<file path="config.mk">
export PLATFORM = sky130hd
export DESIGN_NAME = brs_cfg
export DESIGN_NICKNAME = d
export VERILOG_FILES = /design/src/design/bilinear_resize_sampler_top_assert.svh /design/src/design/brs_pkg.sv /design/src/design/brs_cfg.sv
export SDC_FILE = /design/constraint.sdc
export NUM_CORES = 1
export LEC_CHECK = 0
export CAP_MARGIN = 20
export CORE_ASPECT_RATIO = 0.5
export CORE_MARGIN = 2
export CORE_UTILIZATION = 30
export CTS_BUF_LIST = sky130_fd_sc_hd__clkbuf_8 sky130_fd_sc_hd__clkbuf_16
export DETAILED_ROUTE_END_ITERATION = 8
export DONT_BUFFER_PORTS = 1
export PLACE_DENSITY = 0.41
export REMOVE_ABC_BUFFERS = 1
export SYNTH_ARGS = -nofsm -noshare
export SYNTH_HDL_FRONTEND = slang
export SYNTH_SLANG_ARGS = --single-unit
</file>
<file path="constraint.sdc">
create_clock -name clk -period 1 [get_ports clk]
set_input_delay 0.2 -clock clk [delete_from_list [all_inputs] [get_ports clk]]
set_output_delay 0.2 -clock clk [all_outputs]
set_load 0.02 [all_outputs]
</file>
<file path="src/design/bilinear_resize_sampler_top_assert.svh">
// ----------------------------------------------------------------------------
// Bilinear resize sampler assertion macros
// Concurrent assertion shorthands shared by the sampler RTL.
// ----------------------------------------------------------------------------
`ifndef BILINEAR_RESIZE_SAMPLER_TOP_ASSERT_SVH
`define BILINEAR_RESIZE_SAMPLER_TOP_ASSERT_SVH

// Consequent must hold in the same cycle as the antecedent.
`define BRS_ASSERT_NOW(label, clk, rst_n, ante, cons, msg) \
	label: assert property (@(posedge clk) disable iff (!rst_n) (ante) |-> (cons)) \
		else $error(msg);

// Consequent must hold in the cycle after the antecedent.
`define BRS_ASSERT_NEXT(label, clk, rst_n, ante, cons, msg) \
	label: assert property (@(posedge clk) disable iff (!rst_n) (ante) |=> (cons)) \
		else $error(msg);

`endif

</file>
<file path="src/design/brs_pkg.sv">
// ----------------------------------------------------------------------------
// Bilinear resize sampler package
// Shared widths, register indexes, opcodes and interface structs.
// ----------------------------------------------------------------------------
package brs_pkg;

	// Defaults for the top-level parameters
	localparam int FRACTION_BITS = 4;
	localparam int STORE_DEPTH   = 65536;  // power of two: addresses wrap by masking

	// Largest image dimension; larger register values saturate to it
	localparam int MAX_DIM = 4096;

	// Field widths
	localparam int DIM_W      = 13;
	localparam int COORD_W    = 12;
	localparam int STRIDE_W   = 16;
	localparam int CH_W       = 3;
	localparam int CHAN_W     = 2;
	localparam int ADDR_W     = 16;
	localparam int SAMPLE_W   = 8;
	localparam int CFG_IDX_W  = 3;
	localparam int CFG_DATA_W = 16;

	// (2i+1)*src and 2*dst
	localparam int POS_W = 2 * DIM_W;
	localparam int DEN_W = DIM_W + 1;

	// Shared multiplier operand width
	localparam int MUL_W = 16;

	typedef enum logic [CFG_IDX_W-1:0] {
		REG_SRC_WIDTH  = 0,
		REG_SRC_HEIGHT = 1,
		REG_SRC_STRIDE = 2,
		REG_DST_WIDTH  = 3,
		REG_DST_HEIGHT = 4,
		REG_CHANNELS   = 5
	} cfg_reg_t;

	typedef enum logic {
		OP_LOAD  = 1'b0,
		OP_QUERY = 1'b1
	} op_t;

	// Configuration as seen by the datapath, already saturated
	typedef struct packed {
		logic [DIM_W-1:0]    sw;
		logic [DIM_W-1:0]    sh;
		logic [STRIDE_W-1:0] stride;
		logic [DIM_W-1:0]    dw;
		logic [DIM_W-1:0]    dh;
		logic [CH_W-1:0]     ch;
	} cfg_t;

	// Divider status toward the sequencer
	typedef struct packed {
		logic busy;
		logic done;
	} div_stat_t;

endpackage

</file>
<file path="src/design/brs_cfg.sv">
// ----------------------------------------------------------------------------
// Bilinear resize sampler configuration registers
// Holds image geometry, saturating dimensions and the channel count into their legal ranges on write.
// ----------------------------------------------------------------------------
module brs_cfg (
	input  logic                               clk,
	input  logic                               arst_n,
	input  logic                               wr_en,
	input  logic [brs_pkg::CFG_IDX_W-1:0]      index,
	input  logic [brs_pkg::CFG_DATA_W-1:0]     data,
	output brs_pkg::cfg_t                      cfg
);

	localparam int DW = brs_pkg::DIM_W;
	localparam int CW = brs_pkg::CH_W;

	brs_pkg::cfg_t cfg_q;

	// Clamp a dimension into lo..MAX_DIM
	function automatic logic [DW-1:0] sat_dim(input logic [DW-1:0] v, input logic [DW-1:0] lo);
		logic [DW-1:0] r;
		if (v < lo) begin
			r = lo;
		end else if (32'(v) > brs_pkg::MAX_DIM) begin
			r = DW'(brs_pkg::MAX_DIM);
		end else begin
			r = v;
		end
		return r;
	endfunction

	// Clamp the channel count into 1..4
	function automatic logic [CW-1:0] sat_ch(input logic [CW-1:0] v);
		logic [CW-1:0] r;
		if (v == '0) begin
			r = CW'(1);
		end else if (v > CW'(4)) begin
			r = CW'(4);
		end else begin
			r = v;
		end
		return r;
	endfunction

	// Register writes
	always_ff @(posedge clk or negedge arst_n) begin
		if (!arst_n) begin
			cfg_q.sw     <= DW'(2);
			cfg_q.sh     <= DW'(2);
			cfg_q.stride <= brs_pkg::STRIDE_W'(2);
			cfg_q.dw     <= DW'(2);
			cfg_q.dh     <= DW'(2);
			cfg_q.ch     <= CW'(1);
		end else if (wr_en) begin
			case (index)
				brs_pkg::REG_SRC_WIDTH:  cfg_q.sw     <= sat_dim(data[DW-1:0], DW'(2));
				brs_pkg::REG_SRC_HEIGHT: cfg_q.sh     <= sat_dim(data[DW-1:0], DW'(2));
				brs_pkg::REG_SRC_STRIDE: cfg_q.stride <= data[brs_pkg::STRIDE_W-1:0];
				brs_pkg::REG_DST_WIDTH:  cfg_q.dw     <= sat_dim(data[DW-1:0], DW'(1));
				brs_pkg::REG_DST_HEIGHT: cfg_q.dh     <= sat_dim(data[DW-1:0], DW'(1));
				brs_pkg::REG_CHANNELS:   cfg_q.ch     <= sat_ch(data[CW-1:0]);
				default: begin
				end
			endcase
		end
	end

	assign cfg = cfg_q;

endmodule

</file>
==> run metrics <==
Largest register FFs=71; Synth area leader=dfrtp_1; CTS Buf Count=9; post-synthesis cell count=206; synth cell count leaders=65 x dfrtp_1, 31 x nand2_1, 24 x o21ai_0; Post-synth EDFFs=0; outcome=finished with violations; H-tree depth=3; pwr/cell area=2220 nW/um^2; critical path class=reg -> out; Nets=312; final core utilization=46.1%; Setup crit end kind=output pin; Post-Synth XOR/XNOR Area=0%; io pins=93; first-pass GRT wire length=11900 um; M1 GR Usage=20.6%; Pwr Total=9.00 mW; post-synthesis simple-gate area fraction=10.4%; Buffers on Ports=0; share of cells above drive strength 1=52.4%; iteration count of the initial detailed-routing pass=4; post-route DRC violation count=0; Final Instance Area=4060 sq um; Routed wire per std cell=18.2 um; setup violators final=48; dpl hpwl=5030 um; Avg Vias per Cell=4.78; critical path arrival=930 ps; routability cong.=0.808; Clock Path Buffers=2; period utilisation layout=113%; Crit Path Max Fanout=2; Worst VDD drop=0.828 mV; Core ar.=8800 sq um; Max Freq=883 MHz; Primary FF master, synth=dfrtp_1; ANT cells=0; failing checks=negative hold slack, negative setup slack; share of the synthesized area in the top cell type=59.0%; async set-or-reset flop fraction in the synthesized netlist=100%; Clock Skew=0 ps; syn_area_per_cell=13.4 sq um; clk_lat worst skew=320 ps; met2 GRT Util=24.7%; Worst Path Required=800 ps; Period minus WS final=1130 ps; crit path setup slack, layout=-133 ps; via count=1966; clk slew on worst S/H paths=60 ps; most used routing layer=met2; chip width=140 um; largest net degree at the start of global routing=72; total of warnings raised by yosys=0; leakage=1.82 nW; Synth Register Bits=71; post-synthesis mux area share=8.17%; final hold vios=71; GR Util All Layers=15.8%; grt ovf=0; most common cell in the netlist=dfrtp_1; Die ar.=10000 sq um; Synth Cell Area=2760 sq um; Max Slew Vio Count=0; initial antenna violation count=0; area grow syn2layout=47.2%; DRT antenna net count=0; RSZ-0062 raised after global routing=yes; Fill cells=808; Synth Area in Compound Gates=14.9%; Initial Utilization=31.3%; combinational family with the most area after synthesis=compound AO/OA/AOI/OAI gates; sequential-to-total area share from yosys stat=64.8%; actual slew at the worst max-slew pin=397 ps; Initial DRC Count=67; CTS sink cnt=71; slew margin rel.=73.4%; Yosys cell types=25; Total Wirelength=7480 um; max-cap violations=0; CTS tree=built; vias in the first global route=2086; Die H=71.8 um; top cells by area, synth=dfrtp_1 59%, mux2_2 7.4%, dfstp_2 5.7%; post-synthesis adder-cell area fraction=0%; CTS Hold Buffers Added=8; startpoint types=flip-flop; clock root buffer=clkbuf_16; row count=24; Area after DPL=3390 sq um; met3 usage=6.28%; worst hold slack=-434 ps; Hold Path Class=in -> async
==> repair_timing <==
| action | CTS | global route |
|---|---|---|
| setup buffers | 9 | 5 |
| pin swaps | 2 | 6 |
| hold endpoints to repair | 85 | 71 |
| resized for setup | 54 | 11 |
| setup endpoints to repair | 90 | 100 |
==> final cells by class <==
| type | count | area [sq um] | area share (%) |
|---|---|---|---|
| clock buffers | 11 | 253 | 6.23 |
| clock inverters | 4 | 45.0 | 1.11 |
| well taps | 117 | 146 | 3.61 |
| inverters | 2 | 7.51 | 0.185 |
| flip-flops and latches | 71 | 1810 | 44.7 |
| multi-input cells | 124 | 925 | 22.8 |
| repair buffers | 82 | 868 | 21.4 |
==> logic make-up (layout without fill, tap and decap cells) <==
| group | count (synthesis) | after routing |
|---|---|---|
| compound gates | 54 | 54 |
| flops | 71 | 71 |
| simple gates | 50 | 50 |
| buf+inv | 11 | 99 |
| mux | 20 | 20 |
==> through the flow <==
| step | instances | hold WS (ps) | setup slack, ps | setup TNS [ps] |
|---|---|---|---|---|
| 2_1_floorplan | 197 | -95.6 | -307 | -12320 |
| 3_3_place_gp | 374 | -94.1 | -341 | -15880 |
| 3_5_place_dp | 374 | -94.0 | -405 | -18170 |
| 4_1_cts | 406 | -450 | -149 | -3650 |
| 5_1_grt | 411 | -454 | -160 | -4470 |
| 6_report | 411 | -434 | -133 | -2880 |
==> worst paths after layout <==
| check | startpoint | endpoint | slack, ps | cells after the start |
|---|---|---|---|---|
| setup / recovery | cfg[46] | cfg[46] | -130 | 0 |
| hold reg to reg | cfg[8] | cfg[8] | 500 | 2 |
| hold / removal | arst_n | cfg[43] | -430 | 0 |
| max in group asynchronous | arst_n | cfg[59] | 1230 | 0 |
| min in group clk | data[1] | cfg[17] | 10 | 1 |
| setup reg to reg | cfg[69] | cfg[69] | 50 | 3 |
==> layer usage <==
| metal | wire length, um | up-vias |
|---|---|---|
| li1 | - | 904 |
| met5 | 0 | - |
| met3 | 542 | 10 |
| met4 | 82 | 0 |
| met2 | 3500 | 72 |
| met1 | 3360 | 980 |
==> placed cells by master (no fill, tap or decap), types with 2 or more instances in the layout <==
cell	n
a221o_1	2
dlygate4sd3_1	8
clkinv_2	3
nand2_1	31
buf_12	6
dfrtp_1	43
clkbuf_8	2
nor2_1	3
clkbuf_16	9
dfstp_2	6
buf_4	26
inv_1	2
a22o_1	17
mux2_1	2
nor4_4	2
o21ai_0	23
nor2_4	5
a22o_2	9
nand3_1	3
dfrtp_2	22
mux2_2	18
buf_6	42
==> power by group <==
part | leakage (nW) | total, mW | switching [mW] | internal (mW)
combinational | 0.801 | 1.80 | 0.770 | 1.03
sequential | 0.867 | 4.00 | 0.578 | 3.42
clock | 0.151 | 3.20 | 1.16 | 2.04
total | 1.82 | 9.00 | 2.51 | 6.49
Note: power is estimated with default switching activity, not from simulation.
