**src/design/bilinear_resize_sampler_top_assert.svh**
```systemverilog
// ----------------------------------------------------------------------------
// Bilinear resize sampler assertion macros
// Concurrent assertion shorthands shared by the sampler RTL.
// ----------------------------------------------------------------------------
`ifndef BILINEAR_RESIZE_SAMPLER_TOP_ASSERT_SVH
`define BILINEAR_RESIZE_SAMPLER_TOP_ASSERT_SVH

// Consequent must hold in the same cycle as the antecedent.
`define BRS_ASSERT_NOW(label, clk, rst_n, ante, cons, msg) \
	label: assert property (@(posedge clk) disable iff (!rst_n) (ante) |-> (cons)) \
		else $error(msg);

// Consequent must hold in the cycle after the antecedent.
`define BRS_ASSERT_NEXT(label, clk, rst_n, ante, cons, msg) \
	label: assert property (@(posedge clk) disable iff (!rst_n) (ante) |=> (cons)) \
		else $error(msg);

`endif

```
**src/design/brs_pkg.sv**
```systemverilog
// ----------------------------------------------------------------------------
// Bilinear resize sampler package
// Shared widths, register indexes, opcodes and interface structs.
// ----------------------------------------------------------------------------
package brs_pkg;

	// Defaults for the top-level parameters
	localparam int FRACTION_BITS = 4;
	localparam int STORE_DEPTH   = 65536;  // power of two: addresses wrap by masking

	// Largest image dimension; larger register values saturate to it
	localparam int MAX_DIM = 4096;

	// Field widths
	localparam int DIM_W      = 13;
	localparam int COORD_W    = 12;
	localparam int STRIDE_W   = 16;
	localparam int CH_W       = 3;
	localparam int CHAN_W     = 2;
	localparam int ADDR_W     = 16;
	localparam int SAMPLE_W   = 8;
	localparam int CFG_IDX_W  = 3;
	localparam int CFG_DATA_W = 16;

	// (2i+1)*src and 2*dst
	localparam int POS_W = 2 * DIM_W;
	localparam int DEN_W = DIM_W + 1;

	// Shared multiplier operand width
	localparam int MUL_W = 16;

	typedef enum logic [CFG_IDX_W-1:0] {
		REG_SRC_WIDTH  = 0,
		REG_SRC_HEIGHT = 1,
		REG_SRC_STRIDE = 2,
		REG_DST_WIDTH  = 3,
		REG_DST_HEIGHT = 4,
		REG_CHANNELS   = 5
	} cfg_reg_t;

	typedef enum logic {
		OP_LOAD  = 1'b0,
		OP_QUERY = 1'b1
	} op_t;

	// Configuration as seen by the datapath, already saturated
	typedef struct packed {
		logic [DIM_W-1:0]    sw;
		logic [DIM_W-1:0]    sh;
		logic [STRIDE_W-1:0] stride;
		logic [DIM_W-1:0]    dw;
		logic [DIM_W-1:0]    dh;
		logic [CH_W-1:0]     ch;
	} cfg_t;

	// Divider status toward the sequencer
	typedef struct packed {
		logic busy;
		logic done;
	} div_stat_t;

endpackage

```
**src/design/brs_div.sv**
```systemverilog
// ----------------------------------------------------------------------------
// Bilinear resize sampler coordinate divider
// Restoring divider, two quotient bits per cycle, shared by both axes.
// ----------------------------------------------------------------------------
module brs_div #(
	parameter int FRACTION_BITS = brs_pkg::FRACTION_BITS
) (
	input  logic                                              clk,
	input  logic                                              arst_n,
	input  logic                                              start,
	input  logic [brs_pkg::POS_W+FRACTION_BITS:0]             dividend,
	input  logic [brs_pkg::DEN_W-1:0]                         divisor,
	output logic [brs_pkg::POS_W+FRACTION_BITS:0]             quotient,
	output brs_pkg::div_stat_t                                stat
);

	localparam int NUM_W = brs_pkg::POS_W + FRACTION_BITS + 1;
	localparam int STEPS = (NUM_W + 1) / 2;
	localparam int PAD_W = 2 * STEPS;
	localparam int CNT_W = $clog2(STEPS + 1);
	localparam int DEN_W = brs_pkg::DEN_W;

	logic [PAD_W-1:0] dq_q;     // dividend shifts out, quotient shifts in
	logic [DEN_W-1:0] rem_q;
	logic [DEN_W-1:0] den_q;
	logic [CNT_W-1:0] cnt_q;
	logic             run_q;

	logic [PAD_W-1:0] dq_nx;
	logic [DEN_W-1:0] rem_nx;
	logic [DEN_W:0]   trial;

	// Two restoring steps per cycle
	always_comb begin
		dq_nx  = dq_q;
		rem_nx = rem_q;
		trial  = '0;
		for (int k = 0; k < 2; k++) begin
			trial = {rem_nx, dq_nx[PAD_W-1]};
			dq_nx = {dq_nx[PAD_W-2:0], 1'b0};
			if (trial >= {1'b0, den_q}) begin
				trial    = trial - {1'b0, den_q};
				dq_nx[0] = 1'b1;
			end
			rem_nx = trial[DEN_W-1:0];
		end
	end

	// Step counter
	always_ff @(posedge clk or negedge arst_n) begin
		if (!arst_n) begin
			run_q <= 1'b0;
			cnt_q <= '0;
		end else if (start) begin
			run_q <= 1'b1;
			cnt_q <= CNT_W'(STEPS);
		end else if (run_q) begin
			if (cnt_q == '0) begin
				run_q <= 1'b0;
			end else begin
				cnt_q <= cnt_q - 1'b1;
			end
		end
	end

	// Operand load and iteration
	always_ff @(posedge clk) begin
		if (start) begin
			dq_q  <= PAD_W'(dividend);
			rem_q <= '0;
			den_q <= divisor;
		end else if (run_q && cnt_q != '0) begin
			dq_q  <= dq_nx;
			rem_q <= rem_nx;
		end
	end

	assign quotient  = dq_q[NUM_W-1:0];
	assign stat.busy = run_q;
	assign stat.done = run_q && (cnt_q == '0);

endmodule

```
**config.mk**
```make
export PLATFORM = sky130hd
export DESIGN_NAME = brs_div
export DESIGN_NICKNAME = d
export VERILOG_FILES = /design/src/design/bilinear_resize_sampler_top_assert.svh /design/src/design/brs_pkg.sv /design/src/design/brs_div.sv
export SDC_FILE = /design/constraint.sdc
export NUM_CORES = 1
export LEC_CHECK = 0
export BUFFER_PORTS_ARGS = -buffer_cell sky130_fd_sc_hd__buf_2
export CORE_MARGIN = 5
export CORE_UTILIZATION = 50
export CTS_CLUSTER_DIAMETER = 60
export DETAILED_ROUTE_END_ITERATION = 8
export PLACE_DENSITY = 0.75
export SYNTH_ARGS = -nofsm -noshare
export SYNTH_HDL_FRONTEND = slang
export SYNTH_SLANG_ARGS = --single-unit
```
**constraint.sdc**
```tcl
create_clock -name clk -period 4.1 [get_ports clk]
set_input_delay 0 -clock clk [delete_from_list [all_inputs] [get_ports clk]]
set_output_delay 0 -clock clk [all_outputs]
set_load 0.02 [all_outputs]
```
==> reports/qor.yml <==
run_status:
  status: "finished with violations"
  violations: "negative setup slack"
synth:
  syn_nets: 589
  synth_top_family_by_area: "compound AO/OA/AOI/OAI gates"
  syn_inst: 509
  synthAdderAreaFrac: 0.0817
  synthDistinctLibCells: 73
  synth.top_cells.by_area: "edfxtp_1, mux2_2, ha_1, dfxtp_1, buf_4"
  async_flop_share: 0.0909
  ys_warn_count: 0
  synth_edf_count: 45
  synthFlopType: "edfxtp_1"
  synth_area_mm2: 0.00508
  synth_compound_area_frac: 0.189
  synthMuxAreaShare: 0.0940
  synth_seq_cells: 66
  yosysTopAreaCell: "edfxtp_1"
  postSynthAreaPerCell_um2: 9.99
  synth-xor-area-share: 0.0258
  synth_top_area_share: 0.266
  yosysSeqAreaShare: 0.355
  synth-simple-area-share: 0.163
die:
  fp.dieW_um: 111
  die_y_um: 111
  dieArea_mm2: 0.0123
  ios: 81
  rows: 36
  core_area_mm2: 0.00986
  initial_utilization: 0.515
global_routing:
  antenna_found_initial: 0
  grt_max_degree: 63
  grt_usage: 0.277
  grt-ovfl-total: 0
  grt_pass1_vias: 5300
  grt_pass1_wl_um: 27200
route:
  wl_um: 21200
  drc: 0
  vias_per_cell: 6.69
  drt_pass1_iterations: 6
  wire_per_inst_um: 25.6
  final_antenna_net_count: 0
  vias: 5540
  drt_iter0_markers: 654
power_and_ir_drop:
  powerDensity_mw_per_mm2: 987
  swShare: 0.488
  power_frac_seq: 0.158
  vdd_drop_max_uv: 650
  leakagePower_nw: 3.10
  pwr-share-comb: 0.744
  clockPowerShare: 0.098
  power.internal_mw: 3.69
  switchingPower_mw: 3.52
worst_setup_path:
  startpoint: "den_q[0]"
  reg2reg_depth: 17
  r2r_end: "rem_q[5]"
  cp-end-kind: "flip-flop"
  cp.required_ns: 4.33
  critPathKind: "flip-flop to flip-flop"
  r2r_start: "den_q[0]"
  endpoint: "rem_q[5]"
  worst_setup_path_start_kind: "flip-flop"
  worstPathArrival_ns: 4.73
  worstPathMaxFanout: 5
  r2r_setup_slack_ns: -0.39
clocking:
  clk_latency_ns: 0.38
  htreeDepth: 3
  cts_tree: "built"
  clock-root-buffer: "clkbuf_8"
  clk_path_buf_depth: 2
  cts_buffers: 9
  cts_sinks: 66
  clk_pin_slew_ns: 0.08
run:
  max_cap_violations: 0
sta:
  skew_ns: 0.0240
  period_needed_ns: 4.49
  hold_viol_final: 0
  worst_pin_slew_ns: 0.832
  rsz0062_at_grt: "true"
  setup_viol: 15
  setup_ws_ns: -0.395
  maxSlewViolCount: 0
  clock.fmax_mhz: 222
  fin_crit_sh: 1.10
  relSlewSlack: 0.445
placed_design:
  gp_congestion: 0.959
  hpwl_um: 10300
  dp_worst_setup_slack_ns: -0.386
  port_buffers: 80
cells_and_area:
  fin_util: 0.740
  final_common_cell: "buf_4"
  final_layout_size_suffix_gt1_frac: 0.468
  fill_cells: 545
  nets: 770
  syn_to_final_growth_pct: 43.6
  regArea_mm2: 0.00180
  diodes: 0
  multiInputGateArea_mm2: 0.00333
  layout_common_cells: "buf_4, buf_2, dlygate4sd3_1"
min_path:
  hold_path_class: "primary input to flip-flop"
==> logic make-up (layout without fill, tap and decap cells) <==
logic type / count (synthesis) / count (layout)
AOI/OAI and AO/OA: 117 / 118
DFF: 66 / 66
xor gates and xnor gates: 15 / 15
muxes: 42 / 42
adders and majority gates: 32 / 32
buffers and inverters: 84 / 269
and+or+nand+nor: 153 / 153
==> worst max-delay path, stage by stage, from the launching register on <==
cell	delay (ns)
edfxtp_1	0.44
ha_2	0.37
nand4_1	0.18
nor4b_4	0.31
buf_4	0.15
buf_4	0.11
o21ai_0	0.10
a311oi_1	0.43
a221o_1	0.27
ha_1	0.32
nand2_1	0.11
nor2_1	0.08
a31oi_4	0.21
o211ai_1	0.23
buf_4	0.21
a21oi_4	0.20
nand4_1	0.20
a311oi_2	0.43
==> how the worst min path moves through the flow <==
stage,startpoint,end,slack [ns],cells after the start
global route,dividend[0],dq_q[0],0.06,3
CTS,dividend[0],dq_q[0],0.02,3
finish,dividend[0],dq_q[0],0.09,3
floorplan,arst_n,cnt_q[0],-0.30,0
detailed placement,arst_n,cnt_q[4],-0.17,1
global placement,arst_n,cnt_q[2],-0.17,1
==> power by group through the flow <==
| stage | Clock [mW] | Combinational (mW) | Sequential, mW |
|---|---|---|---|
| floorplan | 0 | 2.75 | 1.06 |
| global placement | 0 | 3.70 | 1.08 |
| detailed placement | 0 | 3.81 | 1.09 |
| CTS | 0.687 | 4.24 | 1.08 |
| global route | 0.732 | 5.56 | 1.15 |
| finish | 0.709 | 5.36 | 1.14 |
==> repair_timing <==
| item | CTS | global route |
|---|---|---|
| gates resized for setup | 28 | 79 |
| endpoints found under the hold margin | 57 | 0 |
| gates cloned | 2 | 0 |
| setup endpoints to repair | 15 | 15 |
| hold buffers | 47 | 0 |
| buffers inserted | 7 | 16 |
| pin swaps | 9 | 35 |
==> synthesized netlist by cell type, types with 11 or more instances <==
library cell	n
edfxtp_1	45
nor2_1	42
mux2_2	35
buf_4	34
ha_1	30
inv_1	29
nand2_1	20
a21oi_1	18
nand3_1	18
dfxtp_1	15
a21o_1	12
nand4_1	12
clkbuf_1	11
==> sequential cells by signal, summed over array words and instances (netlist names) <==
register and count:
cnt_q 5, run_q 1, rem_q 14, den_q 14
dq_q 32
==> metal layers <==
layer | global-route usage | wire length (um) | up-vias
met5 | 0 | 0 | -
li1 | - | - | 2250
met3 | 0.0639 | 2170 | 182
met1 | 0.291 | 6850 | 2603
met4 | 0.167 | 1980 | 0
met2 | 0.498 | 10200 | 505
==> final cells by class <==
class,instances,share of cell area
Clock buffer,10,0.0175
Clock inverter,6,0.0158
Inverter,30,0.0154
Multi-Input combinational cell,360,0.457
Sequential cell,66,0.247
Tap cell,133,0.0228
Timing Repair Buffer,223,0.225
==> stage by stage <==
step / hold WS (ns) / cell area (um^2) / TNS, ns / cells / power [mW]
2_1_floorplan: -0.296 / 5100 / 0 / 509 / 3.81
3_3_place_gp: -0.174 / 5880 / -2.76 / 742 / 4.78
3_5_place_dp: -0.167 / 5880 / -4.19 / 742 / 4.90
4_1_cts: 0.0220 / 6810 / -0.00196 / 814 / 6.01
5_1_grt: 0.0621 / 7300 / -3.09 / 828 / 7.44
6_report: 0.0899 / 7300 / -1.96 / 828 / 7.21
Power figures use the tool's default switching activity.
