===== src/design/bilinear_resize_sampler_top_assert.svh =====
// ----------------------------------------------------------------------------
// Bilinear resize sampler assertion macros
// Concurrent assertion shorthands shared by the sampler RTL.
// ----------------------------------------------------------------------------
`ifndef BILINEAR_RESIZE_SAMPLER_TOP_ASSERT_SVH
`define BILINEAR_RESIZE_SAMPLER_TOP_ASSERT_SVH

// Consequent must hold in the same cycle as the antecedent.
`define BRS_ASSERT_NOW(label, clk, rst_n, ante, cons, msg) \
	label: assert property (@(posedge clk) disable iff (!rst_n) (ante) |-> (cons)) \
		else $error(msg);

// Consequent must hold in the cycle after the antecedent.
`define BRS_ASSERT_NEXT(label, clk, rst_n, ante, cons, msg) \
	label: assert property (@(posedge clk) disable iff (!rst_n) (ante) |=> (cons)) \
		else $error(msg);

`endif


===== src/design/brs_ram.sv =====
// ----------------------------------------------------------------------------
// Generic single-write, single-read RAM
// One write port and one read port with registered read data.
// ----------------------------------------------------------------------------
module brs_ram #(
	parameter int WIDTH = 8,
	parameter int DEPTH = 16
) (
	input  logic                     clk,
	input  logic                     we,
	input  logic [$clog2(DEPTH)-1:0] waddr,
	input  logic [WIDTH-1:0]         wdata,
	input  logic [$clog2(DEPTH)-1:0] raddr,
	output logic [WIDTH-1:0]         rdata
);

	logic [WIDTH-1:0] mem [DEPTH];
	logic [WIDTH-1:0] rdata_q;

	// Write and registered read
	always_ff @(posedge clk) begin
		if (we) begin
			mem[waddr] <= wdata;
		end
		rdata_q <= mem[raddr];
	end

	assign rdata = rdata_q;

endmodule


===== config.mk =====
export PLATFORM = sky130hd
export DESIGN_NAME = brs_ram
export DESIGN_NICKNAME = d
export VERILOG_FILES = /design/src/design/bilinear_resize_sampler_top_assert.svh /design/src/design/brs_ram.sv
export SDC_FILE = /design/constraint.sdc
export NUM_CORES = 1
export LEC_CHECK = 0
export ABC_CLOCK_PERIOD_IN_PS = 4300
export BUFFER_PORTS_ARGS = -buffer_cell sky130_fd_sc_hd__buf_2
export CELL_PAD_IN_SITES_DETAIL_PLACEMENT = 1
export CELL_PAD_IN_SITES_GLOBAL_PLACEMENT = 1
export CORE_MARGIN = 2
export CORE_UTILIZATION = 60
export CTS_BUF_LIST = sky130_fd_sc_hd__clkbuf_8
export DETAILED_ROUTE_END_ITERATION = 6
export HOLD_SLACK_MARGIN = 0.1
export PLACE_DENSITY = 0.86
export SYNTH_ARGS = -nofsm -noshare
export SYNTH_HDL_FRONTEND = slang
export SYNTH_SLANG_ARGS = --single-unit

===== constraint.sdc =====
create_clock -name clk -period 4.3 [get_ports clk]
set_clock_uncertainty 0.1 [all_clocks]
set_input_delay 0.43 -clock clk [delete_from_list [all_inputs] [get_ports clk]]
set_output_delay 0.43 -clock clk [all_outputs]
set_load 0.1 [all_outputs]

==> results of run 1 <==
-- routing by layer --
layer	vias up	track usage
li1	1046	-
met1	1269	0.360
met3	9	0.0658
met2	117	0.402
met5	-	0
met4	0	0.0899
-- power by group --
part           total (mW)  switching, mW  internal (mW)
clock                1.09          0.489          0.600
combinational       0.196          0.143         0.0531
sequential           1.49         0.0111           1.48
-- registers in the layout (all words and copies together) (netlist names) --
| register | cells |
|---|---|
| rdata | 8 |
| mem | 128 |
-- worst min-delay path by stage --
stage | startpoint | end | slack (ns) | depth (start not counted)
detailed placement | mem[15][4]$_DFFE_PP_ | rdata[4]$_DFF_P_ | 0.57 | 3
global placement | mem[4][1]$_DFFE_PP_ | rdata[1]$_DFF_P_ | 0.55 | 3
CTS | wdata[2] | mem[5][2]$_DFFE_PP_ | 0.25 | 1
floorplan | wdata[0] | mem[0][0]$_DFFE_PP_ | 0.43 | 0
global route | wdata[0] | mem[9][0]$_DFFE_PP_ | 0.26 | 1
finish | wdata[4] | mem[11][4]$_DFFE_PP_ | 0.28 | 1
-- Yosys cell counts, types with 2 or more instances --
| cell type | number | area (um2) |
|---|---|---|
| nor3_1 | 4 | 20.0 |
| dfxtp_1 | 8 | 160 |
| clkdlybuf4s25_2 | 3 | 30.0 |
| mux4_1 | 14 | 368 |
| nand2_1 | 9 | 33.8 |
| nand2b_1 | 2 | 12.5 |
| edfxtp_1 | 128 | 3840 |
| nand3b_1 | 2 | 15.0 |
| buf_6 | 3 | 33.8 |
| nor2_1 | 13 | 48.8 |
| buf_2 | 3 | 15.0 |
| mux4_2 | 18 | 405 |
| a22oi_1 | 16 | 120 |
-- kinds of logic after synthesis --
logic type      count (synthesis)
simple gates                   35
mux                            32
compound gates                 16
buf+inv                        10
flops                         136
-- per-stage QoR --
step / cell area [um2] / setup WS [ns]
after CTS: 5750 / 2.10
after global placement: 5340 / 1.65
after global routing: 5760 / 2.07
final: 5760 / 2.20
after detailed placement: 5340 / 1.60
after floorplan: 5150 / 2.28
-- worst max-delay path, delay by kind of cell --
family | cells | cell delay (ns)
buffers and inverters | 1 | 0.76
multiplexers | 1 | 0.70
AO/OA/AOI/OAI | 1 | 0.30
AND/OR/NAND/NOR | 1 | 0.11
-- final cells by class --
class / count / area share
repair buffers: 27 / 0.0243
clock buffers: 19 / 0.0454
multi-input cells: 83 / 0.185
clock inverters: 13 / 0.0267
well taps: 105 / 0.0228
flip-flops and latches: 136 / 0.695
==> summary.md, run 1 <==
| Metric | Value |
|---|---|
| MaxCap Viol Count | `0` |
| Worst hold slack | `0.276 ns` |
| Utilization after layout | `0.697` |
| CTS tree | `built` |
| Worst-path clk slew | `0.08 ns` |
| GRT overflow | `0` |
| RSZ-0062 raised after global routing | `false` |
| Root Driver | `clkbuf_8` |
| R2r startpoint | `mem[2][3]$_DFFE_PP_` |
| Routed met1 length | `4570 um` |
| Final period utilization | `0.488` |
| Die height | `96.6 um` |
| Synth Instances | `229` |
| TritonCTS buffer count | `17` |
| # fillers | `about 660` |
| Pwr per Cell Area | `482 nW/um2` |
| XOR/XNOR share of the synthesized area | `0` |
| Ports | `26` |
| Area of the multi-input gates | `1070 um2` |
| Layout cell share with drive strength beyond 1 | `0.284` |
| Fin crit period | `~2.1 ns` |
| Avg Cell Area, Syn | `approximately 22 um2` |
| Adder-Cell Fraction of Synth Area | `0` |
| Initial antenna violation count | `0` |
| Reg2Reg Setup Slack | `2.72 ns` |
| Outcome | `finished, final reports clean` |
| CP Launch Type | `primary input` |
| Multiplexer share of the synthesized area | `0.150` |
| Die area | `9340 um2` |
| DRC violations left | `0` |
| Routability Congestion | `around 0.74` |
| Setup violations, final | `0` |
| Top FF cell, synth | `edfxtp_1` |
| Slew @ Worst Pin | `1.06 ns` |
| DRT Pass-1 Iters | `5` |
| CP arrival | `2.31 ns` |
| Routed Antenna Nets | `0` |
| Highest-delay cell along the critical path | `buf_2` |
| Leak pwr | `~1.9 nW` |
| WL met2 | `5560 um` |
| Hold WC Path Type | `in2reg` |
| Via count | `2441` |
| R2r endpoint | `rdata[3]$_DFF_P_` |
| Post-layout nets | `approximately 280` |
| # hold bufs at CTS | `0` |
| Sequential-to-total area share from yosys stat | `0.778` |
| Uppermost layer routed | `met4` |
| First-pass GRT wire length | `approximately 17000 um` |
| Synth Cell Area | `5150 um2` |
| Synth warn | `0` |
| Via-to-Cell Ratio | `6.37` |
| Final hold vios | `0` |
| Total power draw | `2.78 mW` |
| Storage cell area | `4000 um2` |
| Syn Nets | `247` |
| Placed cell count | `351` |
| Setup Buffers After CTS | `0` |
| CP startpoint | `raddr[0]` |
| Slew Viols, Final | `0` |
| Final wirelength | `between 10000 and 15000 um` |
| GRT Overall Usage | `0.257` |
| CP Class | `in2reg` |
| #FFs+latches synth | `between 100 and 150` |
| Critical Path Sink Type | `flip-flop` |
| Worst EP required | `around 4.5 ns` |
| Async set-reset flop share out of synthesis | `0` |
| Initial Util | `0.623` |
| Post-DP HPWL | `6470 um` |
| H-tree depth | `4` |
| Worst setup path endpoint | `rdata[3]$_DFF_P_` |
| Diodes inserted | `0` |
| Cell variety after synth | `19` |
| Maximum root-to-sink buffer count | `2` |
| Largest net degree at the start of global routing | `33` |
| Fin cells | `~380` |
| DR WL/cell | `28.9 um` |
| Chip width | `roughly 97 um` |
| Post-synth EDFFs | `128` |
| Port bufs | `25` |
| Most common cell after layout, fill and taps aside | `edfxtp_1` |
| Clock sinks | `136` |
| Rows | `33` |
| Simple-gate share of the synthesized area | `0.0318` |
| P&R area growth vs syn | `11.9%` |
| Maximum clock rate | `approximately 480 MHz` |
| Peak supply drop | `0.278 mV` |
| Met3 WL | `782 um` |
| Vias in the first global route | `2609` |
| CP Cell Sequence | `buf_2, mux4_1, a22oi_1, nand2_1` |
| Reg2reg path depth | `3` |
| Main combinational cell family by area after synthesis | `multiplexers` |
| Critical Path Max Stage Delay | `0.76 ns` |
| 1st-iter DRT viols | `180` |
| Worst skew pair latency | `0.43 ns` |
| Relative slew slack | `0.291` |
| Complex-gate fraction of the synthesized area | `0.0233` |
| PostCTS Resize Cnt | `0` |
| Core Box Area | `8260 um2` |
| Total negative slack | `0 ns` |
| Most frequent cells in the layout | `128 x edfxtp_1, 25 x buf_2, 19 x clkbuf_8` |
| Worst-path maximum fanout | `32` |
(Power assumes the default switching activity.)
==> run 2: changes to the inputs <==
ABC_AREA = 1   (was unset)
ABC_CLOCK_PERIOD_IN_PS = 1900   (was 4300)
CORE_UTILIZATION = 46   (was 60)
PLACE_DENSITY = 0.77   (was 0.86)
clock period = 1.9 ns   (was 4.3 ns; I/O delays follow)
==> run 2 against run 1 <==
  * Critical path depth down 3
  * Critical path type is now reg2out
  * Flip-flop and latch count unchanged
  * Cell area increased by 13%
  * Highest routed layer unchanged
  * Largest cell class unchanged
==> summary.md, run 2 <==
| Metric | Value |
|---|---|
| Outcome | `finished, final reports clean` |
| Routed Antenna Nets | `0 (unchanged)` |
| Initial Util | `0.476 (-0.147)` |
| Internal power | `4.45 mW (+110%)` |
| Layout cell share with drive strength beyond 1 | `0.110 (-0.175)` |
| Switching power share of the total | `0.247 (+0.0156)` |
| CTS tree | `built` |
| P&R area growth vs syn | `13.1%` |
| Worst EP required | `1.61 ns (-2.90 ns)` |
| Clk network pwr share | `0.332 (-0.060)` |
| GRT busiest layer | `met2` |
| RSZ-0062 raised after global routing | `false` |
| Diodes inserted | `0 (unchanged)` |
| Worst skew pair latency | `0.45 ns (+0.02 ns)` |
| DRT Pass-1 Iters | `4 (-1)` |
| Placed inst area | `6120 um2 (+15%)` |
| Post-synth EDFFs | `128 (unchanged)` |
| Vias in the first global route | `4107 (+57%)` |
| Synth warn | `0 (unchanged)` |
| GRT overflow | `0 (unchanged)` |
| Worst hold slack | `0.174 ns (-0.102 ns)` |
| MaxCap Viol Count | `0 (unchanged)` |
| M2 GR Usage | `0.382 (-0.0196)` |
| CP Class | `reg2out` |
| Rows | `40 (+21%)` |
| #FFs+latches synth | `136 (unchanged)` |
| Setup violations, final | `0 (unchanged)` |
| Synth Cell Area | `5770 um2 (+12%)` |
| GRT Overall Usage | `0.238 (-0.0191)` |
| Highest-delay cell along the critical path | `buf_2` |
| Setup Buffers After CTS | `0 (unchanged)` |
| DRC violations left | `0 (unchanged)` |
| Port bufs | `25 (unchanged)` |
| Max reg flops | `128 (unchanged)` |
| Peak supply drop | `0.376 mV (+35%)` |
| Maximum root-to-sink buffer count | `2 (unchanged)` |
| GR Util met3 | `0.0513 (-0.0145)` |
| Placed cell count | `740 (+110%)` |
| Critical Path Sink Type | `output port` |
| Synth top area cells | `edfxtp_1 67%, nand2_1 11%, nand3_1 8.4%` |
| Initial antenna violation count | `0 (unchanged)` |
| Async set-reset flop share out of synthesis | `0 (unchanged)` |
| Die area | `13400 um2 (+44%)` |
| CP arrival | `1.24 ns (-1.07 ns)` |
| DR WL/cell | `18.4 um (-36%)` |
| Via count | `3927 (+61%)` |
| Setup slack after placement | `0.262 ns (-1.34 ns)` |
| Worst-path maximum fanout | `1 (-97%)` |
| Ports | `26 (unchanged)` |
| # hold bufs at CTS | `9 (+9)` |
| Critical Path Max Stage Delay | `0.44 ns (-0.32 ns)` |
| Largest net degree at the start of global routing | `65 (+97%)` |
| Met1 Use GR | `0.310 (-0.0500)` |
| Post-route design area | `6530 um2 (+13%)` |
| Biggest register | `mem` |
| Top FF cell, synth | `edfxtp_1` |
| Most numerous cell in the Yosys netlist | `nand2_1` |
| Cell type with the largest total area after synthesis | `edfxtp_1` |
| P_sw | `1.46 mW (+130%)` |
| Routability Congestion | `0.772 (+4.3%)` |
| Avg Cell Area, Syn | `10.5 um2 (-53%)` |
| First-pass GRT wire length | `22600 um (+33%)` |
| TritonCTS buffer count | `17 (unchanged)` |
| PostCTS Resize Cnt | `0 (unchanged)` |
| Slew @ Worst Pin | `0.567 ns (-0.493 ns)` |
| Comb pwr share | `0.098 (+0.028)` |
| 1st-iter DRT viols | `328 (+82%)` |
| Register share of total power | `0.571 (+0.034)` |
| Utilization after layout | `0.539 (-0.159)` |
| Top cells by count, synth | `173 x nand2_1, 128 x edfxtp_1, 100 x inv_1` |
| Most frequent cells in the layout | `173 x nand2_1, 128 x edfxtp_1, 106 x inv_1` |
| Slew Viols, Final | `0 (unchanged)` |
| Yosys top cell area share | `0.667 (-0.0802)` |
| Clock sinks | `136 (unchanged)` |
| Syn Nets | `569 (+130%)` |
| Core Box Area | `12100 um2 (+47%)` |
| Final hold vios | `0 (unchanged)` |
| Final period utilization | `0.806` |
| Cell variety after synth | `12 (-7)` |
| Fin crit period | `between 1.5 and 2 ns` |
| CP Launch Type | `flip-flop` |
| Sequential-to-total area share from yosys stat | `0.694 (-0.0835)` |
| CP Cell Sequence | `buf_2` |
| Hold WC Path Type | `in2reg` |
| Synth Instances | `551 (+140%)` |
| Post-DP HPWL | `9080 um (+40%)` |
| Die height | `116 um (+20%)` |
| Relative slew slack | `0.621 (+0.331)` |
| Leak pwr | `2.85 nW (+49%)` |
| Post-layout nets | `618 (+120%)` |
| H-tree depth | `4 (unchanged)` |
| Maximum clock rate | `approximately 650 MHz` |
| Chip width | `116 um (+20%)` |
| Via-to-Cell Ratio | `5.04 (-21%)` |
| CP top delay family | `buffers and inverters` |
| Worst-path clk slew | `0.07 ns (about the same)` |
| Total power draw | `5.91 mW (+110%)` |
| Root Driver | `clkbuf_8` |
| Final wirelength | `14300 um (+30%)` |
| Pwr per Cell Area | `906 nW/um2 (+88%)` |
| Most common cell after layout, fill and taps aside | `nand2_1` |
| Total negative slack | `0 ns (unchanged)` |
| Buf/Inv on CP | `1 (unchanged)` |
| PnR worst setup slack | `0.369 ns (-1.83 ns)` |
| Fin cells | `779 (+100%)` |
[run 2: cell types whose count changed in the layout (fill, tap and decap cells not counted), moves of 14 or more]
cell / delta
buf_4: +15
a22oi_1: -16
nand3_1: +96
mux4_2: -18
inv_1: +105
mux4_1: -14
nand2_1: +164
[run 2: path summary, 6_finish.rpt]
check        cells past startpoint                 start               end  slack [ns]
min                              4              raddr[2]  rdata[0]$_DFF_P_        0.17
max                              1      rdata[5]$_DFF_P_          rdata[5]        0.37
max reg2reg                      6   mem[0][3]$_DFFE_PP_  rdata[3]$_DFF_P_        0.73
min reg2reg                      6  mem[14][7]$_DFFE_PP_  rdata[7]$_DFF_P_        0.60
[run 2: cell families (layout without fill, tap and decap cells)]
family,Yosys count,after routing,synth area share
flip-flops,136,136,0.694
buffers and inverters,126,186,0.0952
AND/OR/NAND/NOR,289,289,0.210
[run 2: power groups by stage]
stage               Combinational (mW)  Sequential, mW  Clock (mW)
floorplan                        0.237            3.57           0
global placement                 0.551            3.44           0
detailed placement               0.569            3.44           0
CTS                              0.585            3.37        2.00
global route                     0.628            3.38        2.11
finish                           0.578            3.37        1.96
[run 2: per-layer routing]
| metal | vias to the layer above | part of all wire | wire [um] |
|---|---|---|---|
| li1 | 1863 | - | - |
| met5 | - | 0 | 0 |
| met3 | 28 | 0.055 | 788 |
| met4 | 0 | 0.026 | 371 |
| met1 | 1924 | 0.43 | 6200 |
| met2 | 112 | 0.49 | 6990 |
[run 2: layout make-up]
cell class | count | area (um2)
fillers | 1351 | 5590
flip-flops and latches | 136 | 4000
multi-input cells | 289 | 1210
repair buffers | 54 | 403
inverters | 102 | 383
clock buffers | 17 | 234
well taps | 168 | 210
clock inverters | 13 | 77.6
